File: src/glw_pkg.sv
// Shared types, constants and helpers for the grid line walker.
package glw_pkg;

  localparam int GridSize   = 64;
  localparam int CoordW     = 6;
  localparam int ErrW       = CoordW + 3;
  localparam int QueueDepth = 2;
  localparam int QPtrW      = $clog2(QueueDepth);
  localparam int QCntW      = $clog2(QueueDepth + 1);

  typedef logic [CoordW-1:0] coord_t;
  typedef logic signed [ErrW-1:0] err_t;

  // One classified line, ready for the walker.
  typedef struct packed {
    coord_t x;
    coord_t y;
    logic   x_major;
    logic   step_x_neg;
    logic   step_y_neg;
    coord_t major;
    coord_t minor;
    err_t   err;
  } walk_desc_t;

  function automatic coord_t clamp_coord(coord_t v);
    coord_t c;
    c = v;
    if ({1'b0, v} > (CoordW+1)'(GridSize - 1)) begin
      c = coord_t'(GridSize - 1);
    end
    return c;
  endfunction

endpackage

File: src/glw_front.sv
// Front end: clamps a request, finds the octant and the initial error term.
module glw_front (
  input  glw_pkg::coord_t     start_x_i,
  input  glw_pkg::coord_t     start_y_i,
  input  glw_pkg::coord_t     end_x_i,
  input  glw_pkg::coord_t     end_y_i,
  input  logic                accept_i,
  output glw_pkg::walk_desc_t desc_o,
  output logic                desc_valid_o
);

  glw_pkg::coord_t sx, sy, ex, ey;
  glw_pkg::coord_t adx, ady;
  logic            x_ge, y_ge, x_major;

  always_comb begin
    sx = glw_pkg::clamp_coord(start_x_i);
    sy = glw_pkg::clamp_coord(start_y_i);
    ex = glw_pkg::clamp_coord(end_x_i);
    ey = glw_pkg::clamp_coord(end_y_i);
    x_ge = (ex >= sx);
    y_ge = (ey >= sy);
    adx = x_ge ? (ex - sx) : (sx - ex);
    ady = y_ge ? (ey - sy) : (sy - ey);
    x_major = (adx >= ady);

    desc_o.x          = sx;
    desc_o.y          = sy;
    desc_o.x_major    = x_major;
    desc_o.step_x_neg = ~x_ge;
    desc_o.step_y_neg = ~y_ge;
    desc_o.major      = x_major ? adx : ady;
    desc_o.minor      = x_major ? ady : adx;
    // err = 2*minor - major
    desc_o.err = $signed({2'b00, desc_o.minor, 1'b0}) - $signed({3'b000, desc_o.major});
  end

  // zero-length lines produce nothing and are dropped here
  assign desc_valid_o = accept_i && (desc_o.major != '0);

endmodule

File: src/glw_queue.sv
// Short descriptor queue between front end and walker.
module glw_queue (
  input  logic                clk_i,
  input  logic                rst_ni,
  input  logic                wr_i,
  input  glw_pkg::walk_desc_t wr_data_i,
  input  logic                rd_i,
  output glw_pkg::walk_desc_t rd_data_o,
  output logic                full_o,
  output logic                empty_o
);

  glw_pkg::walk_desc_t               mem_q [glw_pkg::QueueDepth];
  logic [glw_pkg::QPtrW-1:0]         wr_ptr_q, rd_ptr_q;
  logic [glw_pkg::QCntW-1:0]         cnt_q;
  logic                              do_wr, do_rd;

  assign full_o  = (cnt_q == glw_pkg::QCntW'(glw_pkg::QueueDepth));
  assign empty_o = (cnt_q == '0);
  assign do_wr   = wr_i && !full_o;
  assign do_rd   = rd_i && !empty_o;
  assign rd_data_o = mem_q[rd_ptr_q];

  always_ff @(posedge clk_i) begin
    if (do_wr) begin
      mem_q[wr_ptr_q] <= wr_data_i;
    end
  end

  always_ff @(posedge clk_i or negedge rst_ni) begin
    if (!rst_ni) begin
      wr_ptr_q <= '0;
      rd_ptr_q <= '0;
      cnt_q    <= '0;
    end else begin
      if (do_wr) begin
        wr_ptr_q <= (wr_ptr_q == glw_pkg::QPtrW'(glw_pkg::QueueDepth - 1)) ? '0 : wr_ptr_q + 1'b1;
      end
      if (do_rd) begin
        rd_ptr_q <= (rd_ptr_q == glw_pkg::QPtrW'(glw_pkg::QueueDepth - 1)) ? '0 : rd_ptr_q + 1'b1;
      end
      if (do_wr && !do_rd) begin
        cnt_q <= cnt_q + 1'b1;
      end else if (do_rd && !do_wr) begin
        cnt_q <= cnt_q - 1'b1;
      end
    end
  end

endmodule

File: src/glw_back.sv
// Back end: walks one line a cell per cycle into the output register, stalling while an unpopped cell is held there.
module glw_back (
  input  logic                clk_i,
  input  logic                rst_ni,
  input  glw_pkg::walk_desc_t desc_i,
  input  logic                desc_empty_i,
  output logic                desc_pop_o,
  input  logic                pop_i,
  output logic                empty_o,
  output glw_pkg::coord_t     cell_x_o,
  output glw_pkg::coord_t     cell_y_o,
  output logic                final_cell_o
);

  logic                busy_q, busy_d;
  logic                out_valid_q, out_valid_d;
  glw_pkg::walk_desc_t cur_q, cur_d;
  glw_pkg::coord_t     cnt_q, cnt_d;
  glw_pkg::coord_t     cell_x_q, cell_x_d, cell_y_q, cell_y_d;
  logic                final_q, final_d;
  logic                load, step;
  logic                minor_step;
  glw_pkg::err_t       two_major, two_minor;
  glw_pkg::coord_t     nx, ny;

  assign load       = !busy_q && !desc_empty_i;
  assign step       = busy_q && (!out_valid_q || pop_i);
  assign desc_pop_o = load;

  always_comb begin
    two_major  = $signed({2'b00, cur_q.major, 1'b0});
    two_minor  = $signed({2'b00, cur_q.minor, 1'b0});
    minor_step = (cur_q.err > 0);
    nx = cur_q.x;
    ny = cur_q.y;
    if (cur_q.x_major || minor_step) begin
      nx = cur_q.step_x_neg ? cur_q.x - 1'b1 : cur_q.x + 1'b1;
    end
    if (!cur_q.x_major || minor_step) begin
      ny = cur_q.step_y_neg ? cur_q.y - 1'b1 : cur_q.y + 1'b1;
    end

    busy_d      = busy_q;
    cur_d       = cur_q;
    cnt_d       = cnt_q;
    cell_x_d    = cell_x_q;
    cell_y_d    = cell_y_q;
    final_d     = final_q;
    out_valid_d = out_valid_q && !pop_i;

    if (load) begin
      busy_d = 1'b1;
      cur_d  = desc_i;
      cnt_d  = desc_i.major;
    end else if (step) begin
      cur_d.x   = nx;
      cur_d.y   = ny;
      cur_d.err = minor_step ? cur_q.err - two_major + two_minor : cur_q.err + two_minor;
      cnt_d     = cnt_q - 1'b1;
      cell_x_d  = nx;
      cell_y_d  = ny;
      final_d   = (cnt_q == glw_pkg::coord_t'(1));
      out_valid_d = 1'b1;
      if (cnt_q == glw_pkg::coord_t'(1)) begin
        busy_d = 1'b0;
      end
    end
  end

  always_ff @(posedge clk_i or negedge rst_ni) begin
    if (!rst_ni) begin
      busy_q      <= 1'b0;
      out_valid_q <= 1'b0;
    end else begin
      busy_q      <= busy_d;
      out_valid_q <= out_valid_d;
    end
  end

  always_ff @(posedge clk_i) begin
    cur_q    <= cur_d;
    cnt_q    <= cnt_d;
    cell_x_q <= cell_x_d;
    cell_y_q <= cell_y_d;
    final_q  <= final_d;
  end

  assign empty_o      = !out_valid_q;
  assign cell_x_o     = cell_x_q;
  assign cell_y_o     = cell_y_q;
  assign final_cell_o = final_q;

endmodule

File: src/grid_line_walker_top.sv
// A taken request passes the descriptor queue, then the walker's descriptor
// register. Cells follow at one per cycle while the output is popped; a line
// of span N takes one load step, then N cells, before the next line loads.
// A two-entry descriptor queue lets requests be taken while a line walks.
// Reset (rst_ni low, asynchronous) empties the queue and the output register.
// Top level of the grid line walker.
module grid_line_walker_top (
  input  logic            clk_i,
  input  logic            rst_ni,
  input  logic            push,
  output logic            full,
  input  glw_pkg::coord_t start_x_i,
  input  glw_pkg::coord_t start_y_i,
  input  glw_pkg::coord_t end_x_i,
  input  glw_pkg::coord_t end_y_i,
  output logic            empty,
  input  logic            pop,
  output glw_pkg::coord_t cell_x_o,
  output glw_pkg::coord_t cell_y_o,
  output logic            final_cell_o
);

  glw_pkg::walk_desc_t front_desc, queue_desc;
  logic                front_valid, queue_empty, queue_pop;
  logic                accept, out_pop;

  assign accept  = push && !full;
  assign out_pop = pop && !empty;

  glw_front u_front (
    .start_x_i    (start_x_i),
    .start_y_i    (start_y_i),
    .end_x_i      (end_x_i),
    .end_y_i      (end_y_i),
    .accept_i     (accept),
    .desc_o       (front_desc),
    .desc_valid_o (front_valid)
  );

  glw_queue u_queue (
    .clk_i     (clk_i),
    .rst_ni    (rst_ni),
    .wr_i      (front_valid),
    .wr_data_i (front_desc),
    .rd_i      (queue_pop),
    .rd_data_o (queue_desc),
    .full_o    (full),
    .empty_o   (queue_empty)
  );

  glw_back u_back (
    .clk_i        (clk_i),
    .rst_ni       (rst_ni),
    .desc_i       (queue_desc),
    .desc_empty_i (queue_empty),
    .desc_pop_o   (queue_pop),
    .pop_i        (out_pop),
    .empty_o      (empty),
    .cell_x_o     (cell_x_o),
    .cell_y_o     (cell_y_o),
    .final_cell_o (final_cell_o)
  );

endmodule
File: config.mk
export PLATFORM = sky130hd
export DESIGN_NAME = grid_line_walker_top
export DESIGN_NICKNAME = d
export VERILOG_FILES = /design/src/glw_pkg.sv /design/src/glw_front.sv /design/src/glw_queue.sv /design/src/glw_back.sv /design/src/grid_line_walker_top.sv
export SDC_FILE = /design/constraint.sdc
export NUM_CORES = 1
export LEC_CHECK = 0
export ABC_AREA = 1
export BUFFER_PORTS_ARGS = -buffer_cell sky130_fd_sc_hd__buf_4
export CAP_MARGIN = 0
export CORE_MARGIN = 3
export CORE_UTILIZATION = 50
export DETAILED_ROUTE_END_ITERATION = 8
export PLACE_DENSITY = 0.7
export SLEW_MARGIN = 20
export SYNTH_ARGS = -nofsm -noshare
export SYNTH_HDL_FRONTEND = slang
export SYNTH_HIERARCHICAL = 1
export SYNTH_SLANG_ARGS = --single-unit
File: constraint.sdc
create_clock -name clk_i -period 3.2 [get_ports clk_i]
set_input_delay 0.64 -clock clk_i [delete_from_list [all_inputs] [get_ports clk_i]]
set_output_delay 0.64 -clock clk_i [all_outputs]
set_load 0.02 [all_outputs]
==> qor.yml, run 1 <==
outcome:
  status: "complete, but fails checks"
  violations: "setup timing"
sta:
  setup_ws_ps: -597.0
  clock_skew_ps: 11.17
  tightest_slew_ps: 653.2
  fin_crit_sh: 1.187
  tns_ps: -47610
  fin_crit_ps: 3797
  hold_violations: 0
  setup_violations: 91
  holdWs_ps: 25.98
  rsz0062_at_grt: "true"
  maxClockFrequency_mhz: 263.4
  slew_headroom: 0.5641
  slew_violations: 0
synth:
  netlist_instances: 1049
  syn_area_mm2: 0.009056
  ys_warn_count: 6
  ys_ff_latch: 133
  ys.flop_type: "edfxtp_1"
  synth-seq-area-share: 0.4377
  ys_types: 49
  synth_nets: 1144
  async_flop_share: 0.04511
  synth_edf_count: 127
  postSynthAreaPerCell_um2: 8.633
finish:
  num_antenna_cells: 0
  design_area_mm2: 0.01173
  finalNetCount: 1312
  layout-drive-gt1-share: 0.3081
  area_growth_pct: 29.57
setup_path:
  reg2regPathDepth: 7
  r2r_start: "u_back/cur_q[2]"
  crit_end: "u_queue/mem_q[0][27]"
  crit_fanout: 15
  startpoint: "end_x_i[0]"
  critPathRequiredTime_ps: 3360
  r2r_slack_ps: 780
  cp-end-kind: "flop"
  cp_slowest_cell: "fa_2"
  r2r_end: "u_back/cur_q[3]"
  crit_type: "primary input to flop"
  cp_common_cell: "nand2_2"
  cp-start-kind: "primary input"
  cp_slowest_stage_delay_ps: 350
  critical_path_arrival_ps: 3960
routing:
  ant_nets: 0
  drcViolationCount: 0
  wirelength_um: 20960
  first_pass_iters: 8
  wire_per_inst_um: 14.41
  vias_per_cell: 5.032
  drtIter0Drc: 499
  num_vias: 7322
cts:
  cts_buffers: 17
  clock-sinks: 133
  cts-hold-fix-buffers: 0
  cts_tree: "built"
  cts-htree-levels: 4
  clkTransAtPathRegs_ps: 60
  clock-root-buffer: "clkbuf_16"
  insertion_delay_ps: 410
  cts.path.max_buffers: 2
global_routing:
  antenna_found_initial: 0
  grt.overflow.total: 0
  grt_max_degree: 46
  grt_pass1_vias: 7286
  grt_pass1_wl_um: 33820
  grt_use_total: 0.2110
floorplanning:
  dieArea_mm2: 0.01976
  die_x_um: 140.6
  coreArea_mm2: 0.01754
  die_h_um: 140.6
  io_pins: 43
  initial_utilization: 0.5164
  std_cell_rows: 48
job:
  drv_cap: 0
place:
  dp_hpwl_um: 14650
  place_area_mm2: 0.01037
  place_ws_ps: -1050
  gp_congestion: 0.9133
  numPortBuffers: 42
worst_hold_path:
  hp-class: "primary input to asynchronous set/reset pin"
pwr:
  power_leakage_nw: 5.701
  ir_worst_vdd_mv: 0.4822
  p_per_area_mw_per_mm2: 953.9
[area by class of cell]
class / count / area, um^2
clock buffers: 18 / 439.2
clock inverters: 14 / 172.7
fillers: 1335 / 5803
inverters: 167 / 658.1
multi-input cells: 716 / 4648
flip-flops and latches: 133 / 3964
well taps: 225 / 281.5
repair buffers: 182 / 1570
[cell families (layout without fill, tap and decap cells)]
group,count (synthesis),after routing,share of synthesized area
buf+inv,200,381,0.09685
flops,133,133,0.4377
simple gates,584,584,0.3080
fa+ha+maj,67,67,0.1042
xor+xnor,19,19,0.01838
compound gates,46,46,0.03496
[stage by stage]
step / power, W / instances / utilization
after global placement: 0.007936 / 1388 / 0.5914
after floorplan: 0.006558 / 1049 / -
after global routing: 0.01198 / 1455 / 0.6691
final: 0.01119 / 1455 / 0.6691
after CTS: 0.01065 / 1447 / 0.6546
after detailed placement: 0.008067 / 1388 / 0.5914
[layer usage]
metal,wire length [um],GRT usage,up-vias
li1,-,-,3679
met1,8593,0.2542,3392
met2,11020,0.3826,203
met3,737,0.02985,48
met4,614,0.08006,0
met5,0,0,-
[where the power goes]
group | switching, W | leakage [nW] | total (W) | internal (W)
clock network | 0.000728 | 0.297 | 0.00198 | 0.00125
registers | 0.000243 | 1.26 | 0.00307 | 0.00283
logic | 0.00354 | 4.14 | 0.00614 | 0.00260
[registers in the layout, indices dropped and copies added (netlist names), 2 cells and up]
signal and flops:
u_back/cell_x_o 6, u_back/cell_y_o 6, u_queue/mem_q 72, u_queue/cnt_q 2, u_back/cnt_q 6, u_back/cur_q 36
[critical path: cells and delay by family]
family          cells  cell delay, ps
buf+inv            11            1010
compound gates      2             260
simple gates       15            1320
fa+ha+maj           3             690
[cell usage after synthesis, drive strengths merged, types with 6 or more instances]
cell | count | area [um^2]
nor2 | 46 | 292.8
nand3 | 88 | 508.0
buf | 32 | 239.0
edfxtp | 127 | 3814
inv | 165 | 621.9
a21oi | 21 | 146.4
and2 | 13 | 81.33
xnor2 | 8 | 70.07
xor2 | 11 | 96.34
ha | 53 | 663.1
o21ai | 13 | 68.81
nand4 | 15 | 93.84
nand2 | 409 | 1725
fa | 14 | 280.3
nand3b | 6 | 45.04
dfrtp | 6 | 150.1
[cells in the final DEF, fill, tap and decap left out, types with 18 or more instances in the layout]
cell type  synthesis  layout
edfxtp_1         127     127
nand2_2           31      54
nor2_1            30      24
clkbuf_16          0      18
nand2_4           15      22
inv_1            159     148
nand3_1           79      70
nand2_1          363     331
buf_4             22     157
ha_1              53      46
[repair_timing]
action | in CTS | in global routing
buffers inserted | 24 | 10
pin swaps | 24 | 16
setup endpoints to repair | 91 | 93
cloned | 3 | 2
gates resized for setup | 59 | 41
[how the worst min path moves through the flow]
| stage | startpoint | end | slack, ps | cells after the start |
|---|---|---|---|---|
| after floorplan | rst_ni | u_back/busy_q | 340 | 0 |
| after global placement | rst_ni | u_back/out_valid_q | 450 | 1 |
| after detailed placement | rst_ni | u_back/out_valid_q | 450 | 1 |
| after CTS | rst_ni | u_queue/rd_ptr_q | 20 | 1 |
| after global routing | rst_ni | u_queue/rd_ptr_q | 8 | 1 |
| final | rst_ni | u_queue/cnt_q[1] | 30 | 1 |
(Power assumes the default switching activity.)
==> inputs of run 2 (changes only) <==
--- a/config.mk
+++ b/config.mk
@@ -11,6 +11,7 @@
 export CORE_MARGIN = 3
 export CORE_UTILIZATION = 50
 export DETAILED_ROUTE_END_ITERATION = 8
+export MAX_ROUTING_LAYER = met4
 export PLACE_DENSITY = 0.7
 export SLEW_MARGIN = 20
 export SYNTH_ARGS = -nofsm -noshare
==> qor.yml, run 2 (synthesized netlist as in run 1, its figures left out) <==
outcome:
  status: "complete, but fails checks"
  violations: "setup timing"
finish:
  largest_reg_flops: 72
  final_common_cell: "nand2_1"
  layout_common_cells: "321 x nand2_1, 155 x buf_4, 146 x inv_1"
  num_antenna_cells: 0
  multi_input_area_mm2: 0.004777
  reg.largest.list: "u_queue/mem_q (72), u_back/cur_q (36)"
  top_register: "u_queue/mem_q"
  seq_area_mm2: 0.003964
  design_area_mm2: 0.01185
  layout-drive-gt1-share: 0.3176
  n_fill_cell: 1327
  layoutNonFillerInstCount: 1456
  area_growth_pct: 30.84
  finish.utilization: 0.6757
  finalNetCount: 1313
pwr:
  swShare: 0.3955
  ir_worst_vdd_mv: 0.6022
  clkPwrFrac: 0.184
  p_switching_w: 0.004470
  p_per_area_mw_per_mm2: 953.8
  power_leakage_nw: 5.747
  comb_power_share: 0.545
  internal_power_w: 0.006832
  seqPwrFrac: 0.272
setup_path:
  cp_slowest_stage_delay_ps: 340
  critPathRequiredTime_ps: 3320
  cp-end-kind: "flop"
  critical_path_arrival_ps: 3930
  reg2regPathDepth: 11
  crit_type: "primary input to flop"
  r2r_start: "u_back/cur_q[2]"
  cp-start-kind: "primary input"
  cp_common_cell: "nand2_2"
  cp_slowest_cell: "fa_2"
  r2r_slack_ps: 800
  r2r_end: "u_back/cur_q[5]"
  crit_fanout: 7
routing:
  num_vias: 7245
  drtIter0Drc: 439
  ant_nets: 0
  first_pass_iters: 6
  wire_per_inst_um: 14.38
  drcViolationCount: 0
  vias_per_cell: 4.976
  wirelength_um: 20940
cts:
  clkTransAtPathRegs_ps: 60
  cts.path.max_buffers: 2
  cts_tree: "built"
  cts-htree-levels: 4
  insertion_delay_ps: 410
  clock-root-buffer: "clkbuf_16"
  clock-sinks: 133
  cts_buffers: 17
  cts-hold-fix-buffers: 0
worst_hold_path:
  hp-class: "primary input to asynchronous set/reset pin"
sta:
  tightest_slew_ps: 662.6
  fin_crit_sh: 1.189
  holdWs_ps: 30.67
  slew_violations: 0
  clock_skew_ps: 10.25
  rsz0062_at_grt: "true"
  hold_violations: 0
  fin_crit_ps: 3804
  setup_violations: 97
  maxClockFrequency_mhz: 262.9
  slew_headroom: 0.5578
  setup_ws_ps: -603.8
floorplanning:
  coreArea_mm2: 0.01754
  io_pins: 43
  die_h_um: 140.6
  std_cell_rows: 48
  dieArea_mm2: 0.01976
  initial_utilization: 0.5164
  die_x_um: 140.6
place:
  place_area_mm2: 0.01036
  numPortBuffers: 42
  gp_congestion: 0.9134
  dp_hpwl_um: 14590
  place_ws_ps: -1014
  dp_cells: 1387
global_routing:
  grt_pass1_vias: 7057
  grt_pass1_wl_um: 33330
  antenna_found_initial: 0
  grt_max_degree: 46
  grt_use_total: 0.2144
  grt.overflow.total: 0
job:
  drv_cap: 0
run 2: cell types whose count changed in the layout (fill, tap and decap cells not counted), sizes merged:
cell    delta
nand2      +1
bufinv     +2
clkinv     +1
inv        -3
run 2: worst max-delay path by stage:
stage / slack [ps] / to / cells after the start / start
floorplan: -1100 / u_queue/mem_q[0][0] / 30 / end_x_i[0]
global placement: -950 / u_queue/mem_q[0][6] / 33 / end_x_i[0]
detailed placement: -1010 / u_queue/mem_q[0][6] / 31 / end_x_i[0]
CTS: -460 / u_queue/mem_q[1][15] / 30 / end_x_i[0]
global route: -770 / u_queue/mem_q[1][25] / 30 / end_x_i[0]
finish: -600 / u_queue/mem_q[1][29] / 30 / end_x_i[0]
run 2: final cells by class:
cell class | count | area share
Multi-Input combinational cell | 717 | 0.4032
Clock inverter | 14 | 0.01753
Clock buffer | 18 | 0.03622
Tap cell | 225 | 0.02376
Inverter | 167 | 0.05533
Timing Repair Buffer | 182 | 0.1295
Sequential cell | 133 | 0.3345
run 2: power groups by stage:
stage          clock [W]  combinational (W)  sequential, W
2_1_floorplan          0            0.00344        0.00312
3_3_place_gp           0            0.00483        0.00308
3_5_place_dp           0            0.00494        0.00309
4_1_cts          0.00208            0.00572        0.00307
5_1_grt          0.00218            0.00681        0.00311
6_report         0.00207            0.00616        0.00307
run 2: worst max-delay path, delay by kind of cell:
kind                       cells  cell delay (ps)
buffers and inverters         10              940
adders and majority gates      3              680
AOI/OAI and AO/OA              3              430
and+or+nand+nor               14             1220
run 2: routing by layer:
metal / vias to the layer above / share of wire / track usage
li1: 3675 / - / -
met2: 183 / 0.51 / 0.3677
met5: - / 0 / -
met3: 53 / 0.031 / 0.02578
met4: 0 / 0.035 / 0.08720
met1: 3334 / 0.42 / 0.2580
run 2: through the flow:
stage	power [W]	TNS (ps)
final	0.01130	-47430
after global routing	0.01210	-63560
after floorplan	0.006558	-85850
after detailed placement	0.008035	-91120
after CTS	0.01087	-36900
after global placement	0.007913	-84340
run 2: repair_timing:
action | CTS | global route
pin swaps | 26 | 33
resized for setup | 72 | 57
gates cloned | 2 | 1
buffers inserted | 26 | 15
setup endpoints to repair | 91 | 101
==> inputs of run 3 (changes only) <==
--- a/config.mk
+++ b/config.mk
@@ -5,7 +5,6 @@
 export SDC_FILE = /design/constraint.sdc
 export NUM_CORES = 1
 export LEC_CHECK = 0
-export ABC_AREA = 1
 export BUFFER_PORTS_ARGS = -buffer_cell sky130_fd_sc_hd__buf_4
 export CAP_MARGIN = 0
 export CORE_MARGIN = 3
==> qor.yml, run 3 <==
outcome:
  status: "complete, but fails checks"
  violations: "setup timing"
setup_path:
  reg2regPathDepth: 9
  critical_path_arrival_ps: 4640
  r2r_slack_ps: 200
  startpoint: "end_x_i[0]"
  r2r_end: "u_back/cur_q[7]"
  crit_fanout: 6
  r2r_start: "u_back/cur_q[2]"
  cp-start-kind: "primary input"
  crit_type: "primary input to flop"
  cp-end-kind: "flop"
  critPathRequiredTime_ps: 3440
cts:
  cts_tree: "built"
  cts_buffers: 17
  clock-sinks: 133
  insertion_delay_ps: 410
  cts.path.max_buffers: 2
  clock-root-buffer: "clkbuf_16"
  clkTransAtPathRegs_ps: 60
  cts-htree-levels: 4
sta:
  fin_crit_ps: 4395
  maxClockFrequency_mhz: 227.5
  holdWs_ps: 24.20
  slew_headroom: 0.3730
  fin_crit_sh: 1.374
  rsz0062_at_grt: "true"
  slew_violations: 0
  setup_ws_ps: -1195
  setup_violations: 119
  hold_violations: 0
  tightest_slew_ps: 940.4
  clock_skew_ps: 15.67
finish:
  n_fill_cell: 1101
  final_common_cell: "buf_4"
  finalNetCount: 979
  top_register: "u_queue/mem_q"
  seq_area_mm2: 0.003965
  num_antenna_cells: 0
  layout_common_cells: "154 x buf_4, 127 x edfxtp_1, 69 x inv_1"
  multi_input_area_mm2: 0.004350
  layout-drive-gt1-share: 0.4158
  largest_reg_flops: 72
  finish.utilization: 0.6871
  reg.largest.list: "u_queue/mem_q (72), u_back/cur_q (36)"
  area_growth_pct: 32.35
routing:
  ant_nets: 0
  vias_per_cell: 5.469
  drcViolationCount: 0
  wirelength_um: 19830
  num_vias: 6087
  drtIter0Drc: 560
  first_pass_iters: 5
  wire_per_inst_um: 17.81
synth:
  synth_nets: 808
  yosys.area.top_type_share: 0.4558
  synth_top_family_by_area: "compound AO/OA/AOI/OAI gates"
  synthXorXnorAreaFrac: 0.03559
  yosysTopAreaCell: "edfxtp_1"
  synth_simple_gate_area_frac: 0.1003
  ys_ff_latch: 133
  synth_edf_count: 127
  synthMuxAreaShare: 0.09227
  syn_area_mm2: 0.008367
  ys_warn_count: 6
  synth_most_common_cell: "edfxtp_1"
  ys_types: 75
  netlist_instances: 713
  synth_area_leaders: "edfxtp_1 46%, ha_1 7.9%, mux2_4 6.1%"
  postSynthAreaPerCell_um2: 11.73
  ys.flop_type: "edfxtp_1"
  synthAdderAreaFrac: 0.1128
  synth-seq-area-share: 0.4738
  synthTopCellsByCount: "127 x edfxtp_1, 84 x inv_1, 53 x ha_1"
  async_flop_share: 0.04511
  synth_compound_area_frac: 0.1157
place:
  numPortBuffers: 42
  dp_hpwl_um: 13260
  gp_congestion: 0.8941
pwr:
  p_per_area_mw_per_mm2: 1105
  power_leakage_nw: 4.644
  finalPower_w: 0.01224
  ir_worst_vdd_mv: 0.4531
floorplanning:
  initial_utilization: 0.5192
  coreArea_mm2: 0.01612
  die_h_um: 135.4
  dieArea_mm2: 0.01832
  die_x_um: 135.4
  io_pins: 43
  std_cell_rows: 46
global_routing:
  grt_use_total: 0.2182
  grt_pass1_vias: 6163
  grt_max_degree: 37
  grt.overflow.total: 0
  grt_pass1_wl_um: 30720
  antenna_found_initial: 0
job:
  drv_cap: 0
worst_hold_path:
  hp-class: "primary input to asynchronous set/reset pin"
-- run 3: how the worst max path moves through the flow --
stage / end / slack [ps]
floorplan: u_queue/mem_q[0][0] / -1240
global placement: u_queue/mem_q[0][35] / -1360
detailed placement: u_queue/mem_q[0][6] / -1470
CTS: u_queue/mem_q[0][26] / -960
global route: u_queue/mem_q[0][6] / -1360
finish: u_queue/mem_q[1][6] / -1200
-- run 3: stage by stage --
| stage | area [um^2] | std cells | setup slack, ps | setup TNS (ps) |
|---|---|---|---|---|
| 2_1_floorplan | 8584 | 713 | -1243 | -107240 |
| 5_1_grt | 11070 | 1113 | -1362 | -120620 |
| 3_5_place_dp | 9758 | 1049 | -1470 | -142140 |
| 6_report | 11070 | 1113 | -1195 | -101910 |
| 3_3_place_gp | 9758 | 1049 | -1357 | -131700 |
| 4_1_cts | 10640 | 1093 | -956.5 | -84430 |
-- run 3: layout make-up --
type / count / share of cell area
inverter: 85 / 0.03153
clock inverter: 15 / 0.01085
timing repair inverter: 1 / 0.0006780
sequential: 133 / 0.3581
clock buffer: 17 / 0.03842
tap: 216 / 0.02441
timing repair buffer: 184 / 0.1432
multi-input combinational: 462 / 0.3929
-- run 3: where the power goes --
| part | switching (W) | internal (W) | total (W) |
|---|---|---|---|
| clock network | 0.000777 | 0.00101 | 0.00178 |
| logic | 0.00348 | 0.00346 | 0.00694 |
| registers | 0.000437 | 0.00307 | 0.00351 |
-- run 3: what timing repair did --
| action | in CTS | in global routing |
|---|---|---|
| hold buffers | 0 | 0 |
| gates resized for setup | 55 | 48 |
| cloned | 2 | 3 |
| buffers inserted | 11 | 17 |
| setup endpoints to repair | 119 | 119 |
| pin swaps | 8 | 30 |
-- run 3: logic make-up (layout without fill, tap and decap cells) --
kind of cell	Yosys count	in the layout
AO/OA/AOI/OAI	139	139
multiplexers	57	57
XOR/XNOR	34	34
AND/OR/NAND/NOR	165	165
buffers and inverters	118	302
adder cells (fa/ha/maj)	67	67
flip-flops	133	133
-- run 3: layer usage --
| layer | GRT usage | up-vias | wire length, um |
|---|---|---|---|
| met1 | 0.2692 | 2962 | 8308 |
| met2 | 0.3733 | 200 | 10380 |
| li1 | - | 2890 | - |
| met3 | 0.03492 | 35 | 762 |
| met4 | 0.06327 | 0 | 377 |
| met5 | - | - | 0 |
-- run 3: critical path, stage by stage --
cell        delay (ps)
buf_12             110
inv_12              40
ha_4               120
inv_2               40
fa_2               420
a21oi_4            170
o21ai_4            110
nor2_4             190
buf_6              130
nor3_1              70
nor2_1             200
inv_1               70
ha_2               180
a21o_1             160
a21oi_2            130
o21a_2             210
buf_6              120
clkinvlp_4         140
a21boi_2           230
inv_2               60
buf_6              120
ha_4               160
a221oi_4           210
o22ai_2            150
a31oi_4            220
xor2_2             210
